<file path="src/sv/assert_macros.svh">
// ---------------------------------------------------------------------------
// assert_macros.svh
// Shared concurrent assertion macros for the MD5 engine RTL.
// ---------------------------------------------------------------------------
`ifndef ASSERT_MACROS_SVH
`define ASSERT_MACROS_SVH

// Property must hold on every clock edge outside reset.
`define ASSERT_HOLDS(name, clk, rst_n, prop, msg) \
    name: assert property (@(posedge clk) disable iff (!rst_n) (prop)) else $error(msg);

// Condition must never be seen on a clock edge outside reset.
`define ASSERT_NEVER(name, clk, rst_n, cond, msg) \
    name: assert property (@(posedge clk) disable iff (!rst_n) !(cond)) else $error(msg);

`endif

</file>
<file path="src/sv/md5_pkg.sv">
// ---------------------------------------------------------------------------
// md5_pkg
// Types, constants and round tables of the MD5 engine.
// ---------------------------------------------------------------------------
package md5_pkg;

    localparam logic [31:0] IV_A = 32'h67452301;
    localparam logic [31:0] IV_B = 32'hefcdab89;
    localparam logic [31:0] IV_C = 32'h98badcfe;
    localparam logic [31:0] IV_D = 32'h10325476;
    localparam logic [7:0]  PAD_BYTE = 8'h80;

    // Message buffer write request
    typedef struct packed {
        logic        en;
        logic [3:0]  addr;
        logic [31:0] data;
    } ram_wr_t;

    typedef enum logic [9:0] {
        S_IDLE   = 10'b00_0000_0001,
        S_PAD    = 10'b00_0000_0010,
        S_ZERO   = 10'b00_0000_0100,
        S_LEN_LO = 10'b00_0000_1000,
        S_LEN_HI = 10'b00_0001_0000,
        S_LOAD   = 10'b00_0010_0000,
        S_PRE    = 10'b00_0100_0000,
        S_ROUND  = 10'b00_1000_0000,
        S_ADD    = 10'b01_0000_0000,
        S_DONE   = 10'b10_0000_0000
    } state_t;

    // What follows a block compression
    typedef enum logic [1:0] {
        JOB_DATA  = 2'd0,
        JOB_EXTRA = 2'd1,
        JOB_FINAL = 2'd2
    } job_t;

    function automatic logic [31:0] k_const(input logic [5:0] r);
        logic [31:0] k;
        case (r)
            6'd0:  k = 32'hd76aa478;  6'd1:  k = 32'he8c7b756;
            6'd2:  k = 32'h242070db;  6'd3:  k = 32'hc1bdceee;
            6'd4:  k = 32'hf57c0faf;  6'd5:  k = 32'h4787c62a;
            6'd6:  k = 32'ha8304613;  6'd7:  k = 32'hfd469501;
            6'd8:  k = 32'h698098d8;  6'd9:  k = 32'h8b44f7af;
            6'd10: k = 32'hffff5bb1;  6'd11: k = 32'h895cd7be;
            6'd12: k = 32'h6b901122;  6'd13: k = 32'hfd987193;
            6'd14: k = 32'ha679438e;  6'd15: k = 32'h49b40821;
            6'd16: k = 32'hf61e2562;  6'd17: k = 32'hc040b340;
            6'd18: k = 32'h265e5a51;  6'd19: k = 32'he9b6c7aa;
            6'd20: k = 32'hd62f105d;  6'd21: k = 32'h02441453;
            6'd22: k = 32'hd8a1e681;  6'd23: k = 32'he7d3fbc8;
            6'd24: k = 32'h21e1cde6;  6'd25: k = 32'hc33707d6;
            6'd26: k = 32'hf4d50d87;  6'd27: k = 32'h455a14ed;
            6'd28: k = 32'ha9e3e905;  6'd29: k = 32'hfcefa3f8;
            6'd30: k = 32'h676f02d9;  6'd31: k = 32'h8d2a4c8a;
            6'd32: k = 32'hfffa3942;  6'd33: k = 32'h8771f681;
            6'd34: k = 32'h6d9d6122;  6'd35: k = 32'hfde5380c;
            6'd36: k = 32'ha4beea44;  6'd37: k = 32'h4bdecfa9;
            6'd38: k = 32'hf6bb4b60;  6'd39: k = 32'hbebfbc70;
            6'd40: k = 32'h289b7ec6;  6'd41: k = 32'heaa127fa;
            6'd42: k = 32'hd4ef3085;  6'd43: k = 32'h04881d05;
            6'd44: k = 32'hd9d4d039;  6'd45: k = 32'he6db99e5;
            6'd46: k = 32'h1fa27cf8;  6'd47: k = 32'hc4ac5665;
            6'd48: k = 32'hf4292244;  6'd49: k = 32'h432aff97;
            6'd50: k = 32'hab9423a7;  6'd51: k = 32'hfc93a039;
            6'd52: k = 32'h655b59c3;  6'd53: k = 32'h8f0ccc92;
            6'd54: k = 32'hffeff47d;  6'd55: k = 32'h85845dd1;
            6'd56: k = 32'h6fa87e4f;  6'd57: k = 32'hfe2ce6e0;
            6'd58: k = 32'ha3014314;  6'd59: k = 32'h4e0811a1;
            6'd60: k = 32'hf7537e82;  6'd61: k = 32'hbd3af235;
            6'd62: k = 32'h2ad7d2bb;  6'd63: k = 32'heb86d391;
            default: k = 32'h0;
        endcase
        return k;
    endfunction

    function automatic logic [4:0] rot_amt(input logic [5:0] r);
        logic [4:0] s;
        case ({r[5:4], r[1:0]})
            4'd0:  s = 5'd7;   4'd1:  s = 5'd12;  4'd2:  s = 5'd17;  4'd3:  s = 5'd22;
            4'd4:  s = 5'd5;   4'd5:  s = 5'd9;   4'd6:  s = 5'd14;  4'd7:  s = 5'd20;
            4'd8:  s = 5'd4;   4'd9:  s = 5'd11;  4'd10: s = 5'd16;  4'd11: s = 5'd23;
            4'd12: s = 5'd6;   4'd13: s = 5'd10;  4'd14: s = 5'd15;  4'd15: s = 5'd21;
            default: s = 5'd0;
        endcase
        return s;
    endfunction

    // Message word used by round r
    function automatic logic [3:0] msg_index(input logic [5:0] r);
        logic [3:0] rl;
        logic [3:0] g;
        rl = r[3:0];
        case (r[5:4])
            2'd0:    g = rl;
            2'd1:    g = 4'(rl * 4'd5 + 4'd1);
            2'd2:    g = 4'(rl * 4'd3 + 4'd5);
            2'd3:    g = 4'(rl * 4'd7);
            default: g = rl;
        endcase
        return g;
    endfunction

    function automatic logic [31:0] round_f(input logic [1:0] phase,
                                            input logic [31:0] b,
                                            input logic [31:0] c,
                                            input logic [31:0] d);
        logic [31:0] f;
        case (phase)
            2'd0:    f = (b & c) | (~b & d);
            2'd1:    f = (b & d) | (c & ~d);
            2'd2:    f = b ^ c ^ d;
            2'd3:    f = c ^ (b | ~d);
            default: f = b ^ c ^ d;
        endcase
        return f;
    endfunction

endpackage

</file>
<file path="src/sv/md5_msg_ram.sv">
// ---------------------------------------------------------------------------
// md5_msg_ram
// 16 x 32 message block buffer, one write and one registered read port.
// ---------------------------------------------------------------------------
module md5_msg_ram (
    input  logic             clk,
    input  md5_pkg::ram_wr_t wr_req,
    input  logic [3:0]       rd_addr,
    output logic [31:0]      rd_data
);
    import md5_pkg::*;

    logic [31:0] mem [16];
    logic [31:0] rd_data_reg;

    always_ff @(posedge clk) begin
        if (wr_req.en) begin
            mem[wr_req.addr] <= wr_req.data;
        end
    end

    always_ff @(posedge clk) begin
        rd_data_reg <= mem[rd_addr];
    end

    assign rd_data = rd_data_reg;

endmodule

</file>
<file path="src/sv/md5_hash_engine_core.sv">
// ---------------------------------------------------------------------------
// md5_hash_engine_core
// Streaming MD5 digest engine: message bytes in, four digest words out.
// ---------------------------------------------------------------------------
// Usage:
//  - s_axis: one item per handshake. tdata = message byte, tuser[0] = byte
//    present, tlast = end of message. An end item without a byte is legal
//    (empty message, or a trailer after the last byte).
//  - m_axis: four items per message, word A first. tdata = digest word
//    (digest bytes are each word's bytes little-endian), tuser = word index,
//    tlast on word 3.
//  - Bytes are packed into a 16-word block buffer (single-port-write RAM,
//    registered read). Byte items are taken while idle; every 64th byte
//    starts a compression (working-word load, operand prefetch, 64 rounds,
//    chaining add), during which no further bytes are accepted. The round
//    loop of one shared round unit limits the sustained byte rate.
//  - End of message: pad word write, up to 15 zero-word writes, two length
//    writes, then one or two compressions before the first digest word
//    appears.
//  - The digest sits in its own output registers, so the next message is
//    accepted while the receiver stalls; only a second digest waits until
//    the first has fully drained.
//  - Reset (aresetn low, synchronous) loads the MD5 IV, clears the byte
//    count and drops any pending digest. No clearing pass is needed.
// ---------------------------------------------------------------------------
`include "assert_macros.svh"

module md5_hash_engine_core (
    input  logic        aclk,
    input  logic        aresetn,
    input  logic        s_axis_tvalid,
    output logic        s_axis_tready,
    input  logic [7:0]  s_axis_tdata,   // [7:0] data_byte
    input  logic [0:0]  s_axis_tuser,   // [0] has_byte
    input  logic        s_axis_tlast,   // end_of_message
    output logic        m_axis_tvalid,
    input  logic        m_axis_tready,
    output logic [31:0] m_axis_tdata,   // [31:0] digest_word
    output logic [1:0]  m_axis_tuser,   // [1:0] word_index
    output logic        m_axis_tlast    // last_word
);
    import md5_pkg::*;

    // control
    state_t      state_reg, state_next;
    job_t        job_reg, job_next;
    logic        eom_pend_reg, eom_pend_next;
    logic [63:0] cnt_reg, cnt_next;
    logic [3:0]  fill_reg, fill_next;
    logic        zero_to_end_reg, zero_to_end_next;
    logic [5:0]  rnd_reg, rnd_next;
    logic [31:0] chain_reg [4];
    logic [31:0] chain_next [4];
    logic        out_busy_reg, out_busy_next;
    logic [1:0]  out_idx_reg, out_idx_next;

    // datapath
    logic [31:0] acc_reg, acc_next;
    logic [31:0] pre_reg, pre_next;
    logic [31:0] wa_reg, wb_reg, wc_reg, wd_reg;
    logic [31:0] wa_next, wb_next, wc_next, wd_next;
    logic [31:0] out_word_reg [4];
    logic        out_load;

    // RAM
    ram_wr_t     ram_wr;
    logic [3:0]  ram_raddr;
    logic [31:0] ram_q;

    logic        s_fire, m_fire;
    logic [1:0]  lane;
    logic [3:0]  pad_w;
    logic [31:0] byte_word, pad_word;
    logic [5:0]  rd_round, k_idx;
    logic [31:0] f_val, t_sum, rot_val, pre_base;
    logic [63:0] rot_dbl;

    md5_msg_ram u_ram (
        .clk     (aclk),
        .wr_req  (ram_wr),
        .rd_addr (ram_raddr),
        .rd_data (ram_q)
    );

    assign s_axis_tready = (state_reg == S_IDLE);
    assign s_fire = s_axis_tvalid && s_axis_tready;
    assign m_fire = m_axis_tvalid && m_axis_tready;

    // byte lane merge: lane 0 starts a fresh word, higher lanes OR in
    assign lane  = cnt_reg[1:0];
    assign pad_w = cnt_reg[5:2];
    assign byte_word = (lane == 2'd0) ? {24'h0, s_axis_tdata}
                     : (acc_reg | (32'(s_axis_tdata) << {lane, 3'b000}));
    assign pad_word  = (lane == 2'd0) ? {24'h0, PAD_BYTE}
                     : (acc_reg | (32'(PAD_BYTE) << {lane, 3'b000}));

    // round unit
    assign f_val   = round_f(rnd_reg[5:4], wb_reg, wc_reg, wd_reg);
    assign t_sum   = pre_reg + f_val;
    assign rot_dbl = {t_sum, t_sum} << rot_amt(rnd_reg);
    assign rot_val = rot_dbl[63:32];

    // prefetch: read address two rounds ahead, K + a one round ahead
    always_comb begin
        case (state_reg)
            S_LOAD:  rd_round = 6'd0;
            S_PRE:   rd_round = 6'd1;
            default: rd_round = 6'(rnd_reg + 6'd2);
        endcase
    end
    assign ram_raddr = msg_index(rd_round);
    assign k_idx     = (state_reg == S_PRE) ? 6'd0 : 6'(rnd_reg + 6'd1);
    // next round's a is the current d (or the loaded A before round 0)
    assign pre_base  = (state_reg == S_PRE) ? wa_reg : wd_reg;

    always_comb begin
        state_next       = state_reg;
        job_next         = job_reg;
        eom_pend_next    = eom_pend_reg;
        cnt_next         = cnt_reg;
        fill_next        = fill_reg;
        zero_to_end_next = zero_to_end_reg;
        rnd_next         = rnd_reg;
        out_busy_next    = out_busy_reg;
        out_idx_next     = out_idx_reg;
        acc_next         = acc_reg;
        pre_next         = pre_reg;
        wa_next          = wa_reg;
        wb_next          = wb_reg;
        wc_next          = wc_reg;
        wd_next          = wd_reg;
        chain_next       = chain_reg;
        out_load         = 1'b0;
        ram_wr.en        = 1'b0;
        ram_wr.addr      = pad_w;
        ram_wr.data      = pad_word;

        if (m_fire) begin
            if (out_idx_reg == 2'd3) begin
                out_busy_next = 1'b0;
            end else begin
                out_idx_next = out_idx_reg + 2'd1;
            end
        end

        case (state_reg)
            S_IDLE: begin
                if (s_fire) begin
                    if (s_axis_tuser[0]) begin
                        acc_next = byte_word;
                        cnt_next = cnt_reg + 64'd1;
                        if (lane == 2'd3) begin
                            ram_wr.en   = 1'b1;
                            ram_wr.addr = pad_w;
                            ram_wr.data = byte_word;
                        end
                    end
                    if (s_axis_tuser[0] && cnt_reg[5:0] == 6'd63) begin
                        job_next      = JOB_DATA;
                        eom_pend_next = s_axis_tlast;
                        state_next    = S_LOAD;
                    end else if (s_axis_tlast) begin
                        state_next = S_PAD;
                    end
                end
            end
            S_PAD: begin
                ram_wr.en   = 1'b1;
                ram_wr.addr = pad_w;
                ram_wr.data = pad_word;
                if (pad_w == 4'd15) begin
                    job_next   = JOB_EXTRA;
                    state_next = S_LOAD;
                end else if (pad_w == 4'd14) begin
                    fill_next        = 4'd15;
                    zero_to_end_next = 1'b1;
                    state_next       = S_ZERO;
                end else if (pad_w == 4'd13) begin
                    state_next = S_LEN_LO;
                end else begin
                    fill_next        = pad_w + 4'd1;
                    zero_to_end_next = 1'b0;
                    state_next       = S_ZERO;
                end
            end
            S_ZERO: begin
                ram_wr.en   = 1'b1;
                ram_wr.addr = fill_reg;
                ram_wr.data = 32'h0;
                if (zero_to_end_reg && fill_reg == 4'd15) begin
                    job_next   = JOB_EXTRA;
                    state_next = S_LOAD;
                end else if (!zero_to_end_reg && fill_reg == 4'd13) begin
                    state_next = S_LEN_LO;
                end else begin
                    fill_next = fill_reg + 4'd1;
                end
            end
            S_LEN_LO: begin
                // bit length = byte count * 8, modulo 2^64
                ram_wr.en   = 1'b1;
                ram_wr.addr = 4'd14;
                ram_wr.data = {cnt_reg[28:0], 3'b000};
                state_next  = S_LEN_HI;
            end
            S_LEN_HI: begin
                ram_wr.en   = 1'b1;
                ram_wr.addr = 4'd15;
                ram_wr.data = cnt_reg[60:29];
                job_next    = JOB_FINAL;
                state_next  = S_LOAD;
            end
            S_LOAD: begin
                wa_next    = chain_reg[0];
                wb_next    = chain_reg[1];
                wc_next    = chain_reg[2];
                wd_next    = chain_reg[3];
                rnd_next   = 6'd0;
                state_next = S_PRE;
            end
            S_PRE: begin
                pre_next   = ram_q + k_const(k_idx) + pre_base;
                state_next = S_ROUND;
            end
            S_ROUND: begin
                pre_next = ram_q + k_const(k_idx) + pre_base;
                wa_next  = wd_reg;
                wb_next  = rot_val + wb_reg;
                wc_next  = wb_reg;
                wd_next  = wc_reg;
                rnd_next = rnd_reg + 6'd1;
                if (rnd_reg == 6'd63) begin
                    state_next = S_ADD;
                end
            end
            S_ADD: begin
                chain_next[0] = chain_reg[0] + wa_reg;
                chain_next[1] = chain_reg[1] + wb_reg;
                chain_next[2] = chain_reg[2] + wc_reg;
                chain_next[3] = chain_reg[3] + wd_reg;
                case (job_reg)
                    JOB_DATA: begin
                        eom_pend_next = 1'b0;
                        state_next    = eom_pend_reg ? S_PAD : S_IDLE;
                    end
                    JOB_EXTRA: begin
                        fill_next        = 4'd0;
                        zero_to_end_next = 1'b0;
                        state_next       = S_ZERO;
                    end
                    JOB_FINAL: begin
                        state_next = S_DONE;
                    end
                    default: begin
                        state_next = S_IDLE;
                    end
                endcase
            end
            S_DONE: begin
                // hand the digest over once the previous one has drained
                if (!out_busy_reg) begin
                    out_load      = 1'b1;
                    out_busy_next = 1'b1;
                    out_idx_next  = 2'd0;
                    chain_next[0] = IV_A;
                    chain_next[1] = IV_B;
                    chain_next[2] = IV_C;
                    chain_next[3] = IV_D;
                    cnt_next      = 64'd0;
                    state_next    = S_IDLE;
                end
            end
            default: begin
                state_next = S_IDLE;
            end
        endcase
    end

    always_ff @(posedge aclk) begin
        if (!aresetn) begin
            state_reg       <= S_IDLE;
            job_reg         <= JOB_DATA;
            eom_pend_reg    <= 1'b0;
            cnt_reg         <= 64'd0;
            fill_reg        <= 4'd0;
            zero_to_end_reg <= 1'b0;
            rnd_reg         <= 6'd0;
            out_busy_reg    <= 1'b0;
            out_idx_reg     <= 2'd0;
            chain_reg[0]    <= IV_A;
            chain_reg[1]    <= IV_B;
            chain_reg[2]    <= IV_C;
            chain_reg[3]    <= IV_D;
        end else begin
            state_reg       <= state_next;
            job_reg         <= job_next;
            eom_pend_reg    <= eom_pend_next;
            cnt_reg         <= cnt_next;
            fill_reg        <= fill_next;
            zero_to_end_reg <= zero_to_end_next;
            rnd_reg         <= rnd_next;
            out_busy_reg    <= out_busy_next;
            out_idx_reg     <= out_idx_next;
            chain_reg       <= chain_next;
        end
    end

    always_ff @(posedge aclk) begin
        acc_reg <= acc_next;
        pre_reg <= pre_next;
        wa_reg  <= wa_next;
        wb_reg  <= wb_next;
        wc_reg  <= wc_next;
        wd_reg  <= wd_next;
        if (out_load) begin
            out_word_reg <= chain_reg;
        end
    end

    assign m_axis_tvalid = out_busy_reg;
    assign m_axis_tdata  = out_word_reg[out_idx_reg];
    assign m_axis_tuser  = out_idx_reg;
    assign m_axis_tlast  = (out_idx_reg == 2'd3);

    // checks
    `ASSERT_HOLDS(a_round_to_add, aclk, aresetn,
        (state_reg == S_ROUND && rnd_reg == 6'd63) |=> (state_reg == S_ADD),
        "compression did not finish after round 63")
    `ASSERT_NEVER(a_no_write_in_comp, aclk, aresetn,
        ram_wr.en && (state_reg == S_LOAD || state_reg == S_PRE || state_reg == S_ROUND),
        "block buffer written during compression")
    `ASSERT_HOLDS(a_full_block_starts, aclk, aresetn,
        (s_fire && s_axis_tuser[0] && cnt_reg[5:0] == 6'd63) |=> (state_reg == S_LOAD),
        "64th byte did not start a compression")
    `ASSERT_HOLDS(a_digest_drained, aclk, aresetn,
        $fell(out_busy_reg) |-> $past(m_axis_tready && out_idx_reg == 2'd3),
        "digest dropped before its last word was taken")

endmodule
</file>
<file path="config.mk">
export PLATFORM = sky130hd
export DESIGN_NAME = md5_hash_engine_core
export DESIGN_NICKNAME = d
export VERILOG_FILES = /design/src/sv/md5_pkg.sv /design/src/sv/md5_msg_ram.sv /design/src/sv/md5_hash_engine_core.sv
export VERILOG_INCLUDE_DIRS = /design/src /design/src/sv
export SDC_FILE = /design/constraint.sdc
export NUM_CORES = 2
export LEC_CHECK = 0
export BUFFER_PORTS_ARGS = -buffer_cell sky130_fd_sc_hd__buf_2
export CAP_MARGIN = 20
export CORE_MARGIN = 2
export CORE_UTILIZATION = 50
export CTS_CLUSTER_DIAMETER = 30
export DETAILED_ROUTE_END_ITERATION = 6
export PLACE_DENSITY = 0.77
export SYNTH_ARGS = -nofsm -noshare
export SYNTH_HDL_FRONTEND = slang
export SYNTH_HIERARCHICAL = 1
export SYNTH_MEMORY_MAX_BITS = 65536
export SYNTH_SLANG_ARGS = --single-unit
</file>
<file path="constraint.sdc">
create_clock -name aclk -period 12.2 [get_ports aclk]
set_clock_uncertainty 0.1 [all_clocks]
set_input_delay 0.61 -clock aclk [delete_from_list [all_inputs] [get_ports aclk]]
set_output_delay 0.61 -clock aclk [all_outputs]
set_load 0.005 [all_outputs]
</file>
==> flow_metrics.tcl <==
set metrics [dict create \
    num_vias 49245 \
    synth_edf_count 832 \
    grt_pass1_vias 47765 \
    drive_above_1_share_pct 12.4 \
    path_class "reg2reg" \
    antenna_found_initial 8 \
    ctsHoldBuffers 1 \
    cts_setup_buffers 0 \
    startpoint_type "flip-flop" \
    period_needed_ns 9.51 \
    finalPower_mw 11.6 \
    p_leak_nw 26.3 \
    cap_violations 0 \
    grt.overflow.total 0 \
    clk_pin_slew_ns 0.06 \
    grt_max_degree 129 \
    yosysUniqueCellTypes 95 \
    drv_slew 0 \
    ir_worst_vdd_mv 0.211 \
    syn-cell-area_um2 61000 \
    final-setup-viol-count 0 \
    synthesis.nets 6109 \
    cts_root_buf "clkbuf_16" \
    drc 11 \
    tns_ns 0 \
    status "finished, violations left" \
    violations "DRC" \
    cts_buffer_depth 3 \
    arrival_ns 9.98 \
    die_area_um2 125000 \
    final_common_cell "nand2_1" \
    avgViaCountPerCell 6.46 \
    worst_path_max_delay_cell "dfxtp_4" \
    cts_tree "yes" \
    final-instance-count-excl-fill 7619 \
    cp-end-kind "flip-flop" \
    p_per_area_nw_per_um2 166 \
    cts_htree_levels 4 \
    grt_pass1_wl_um 294000 \
    fin_crit_sh_pct 78.0 \
    ctsResizeCount 0 \
    fin_nets 6144 \
    insertion_delay_ns 0.87 \
    grt_usage_pct 31.0 \
    drt-pass1-iter-count 7 \
    clock.fmax_ghz 0.105 \
    dp_hpwl_um 125000 \
    finalHoldViolCount 0 \
    fp.dieW_um 353 \
    io_pins 51 \
    required_ns 12.67 \
    fp-row-count 128 \
    drt_iter0_markers 6911 \
    cp_common_cell "a21oi_1" \
    initial_core_util_pct 50.2 \
    gp_congestion 0.985 \
    mostFrequentLayoutCells "nand2_1, edfxtp_1, a21oi_1" \
    rsz0062_at_grt "no" \
    portBuffers 50 \
    cts.sinks 1085 \
    placedCellCount 7252 \
    avgSynthCellArea_um2 10.5 \
    die_height_um 353 \
    worstHoldPathType "in2reg" \
    yosys_warnings 6 \
    largest_register_ffs 512 \
    drt-wirelength-per-cell_um 25.9 \
    max_stage_delay_ns 0.95 \
    seq_area_frac_synth_pct 49.3 \
    worst_pin_slew_ns 1.19 \
    area_growth_pct 14.5 \
    ys.flop_type "edfxtp_1" \
    cts_buffers 189 \
    netlist_instances 5788 \
    antenna_left 0 \
    async_reset_ff_share_pct 0 \
    critPathMaxFanout 99 \
    maxSlewHeadroom_pct 20.8 \
    core_area_um2 121000 \
    synth-seq-cells 1085 \
    wl_um 198000 \
]
## cells in the mapped netlist, types with 28 or more instances
library cell	number	area [um2]
nor2_1	410	1540
nor3_1	141	706
mux4_2	165	3720
nand2_1	881	3310
nand3_1	128	641
buf_1	35	131
a21o_1	119	893
o22ai_1	30	188
edfxtp_1	832	25000
o21ai_0	333	1670
ha_1	267	3340
dfxtp_1	253	5060
inv_1	181	679
mux2i_1	89	891
a22oi_1	116	871
o21bai_1	33	248
a211oi_1	36	270
fa_1	40	801
and3_1	41	257
mux2_2	28	315
clkbuf_1	247	927
or3_1	37	231
nor2b_1	51	319
xnor2_1	141	1230
o211ai_1	42	315
a31oi_1	82	513
a21oi_1	460	2300
xor2_1	144	1260
nand2b_1	32	200
o21a_1	33	248
## path summary, 6_finish.rpt
| kind | cells after the start | start | end | slack [ns] |
|---|---|---|---|---|
| hold / removal | 3 | s_axis_tdata[7] | acc_reg[7] | 0.09 |
| hold reg to reg | 2 | eom_pend_reg | eom_pend_reg | 0.37 |
| setup reg to reg | 31 | rnd_reg[4] | wb_reg[31] | 2.69 |
| setup / recovery | 31 | rnd_reg[4] | wb_reg[31] | 2.69 |
## metrics by stage
step / utilization [%] / cell area, um2 / setup slack [ns] / hold WS, ns
2_1_floorplan: - / 61000 / 3.87 / 0.346
3_3_place_gp: 51.9 / 63000 / 3.13 / 0.353
3_5_place_dp: 51.9 / 63000 / 2.86 / 0.363
4_1_cts: 57.5 / 69800 / 2.79 / 0.00115
5_1_grt: 57.5 / 69800 / 1.96 / 0.0794
6_report: 57.5 / 69800 / 2.69 / 0.0877
## worst max-delay path: cells and delay by family, from the launching register on
family / cells / cell delay, ns
adder cells (fa/ha/maj): 2 / 0.70
XOR/XNOR: 3 / 0.48
buffers and inverters: 1 / 0.65
multiplexers: 4 / 0.75
flip-flops: 1 / 0.95
AO/OA/AOI/OAI: 16 / 4.12
AND/OR/NAND/NOR: 5 / 1.36
## layer usage
metal	track usage, %	share of wire [%]
met1	38.3	36
met2	50.1	47
met3	7.29	11
met4	17.3	6.0
met5	0	0.014
## cells by family (layout without fill, tap and decap cells)
group / Yosys count / after routing / share of synthesized area, %
xor+xnor: 285 / 285 / 4.09
fa+ha+maj: 307 / 307 / 6.79
mux: 283 / 283 / 8.10
buf+inv: 491 / 695 / 3.14
other cells: 0 / 2 / 0
compound gates: 1490 / 1490 / 15.3
flops: 1085 / 1085 / 49.3
simple gates: 1847 / 1847 / 13.3
## power by group
part	switching, mW	total (mW)	internal, mW
clock network	2.10	5.55	3.45
logic	1.13	1.74	0.609
registers	0.108	4.32	4.21
total	3.34	11.6	8.26
## area by class of cell
cell class,count,area (um2)
Antenna cell,2,5.00
Multi-Input combinational cell,4212,29200
Fill cell,9625,51600
Inverter,185,697
Tap cell,1625,2030
Clock inverter,135,1770
Clock buffer,225,4990
Sequential cell,1085,30100
Timing Repair Buffer,150,1030
Power figures use the tool's default switching activity.
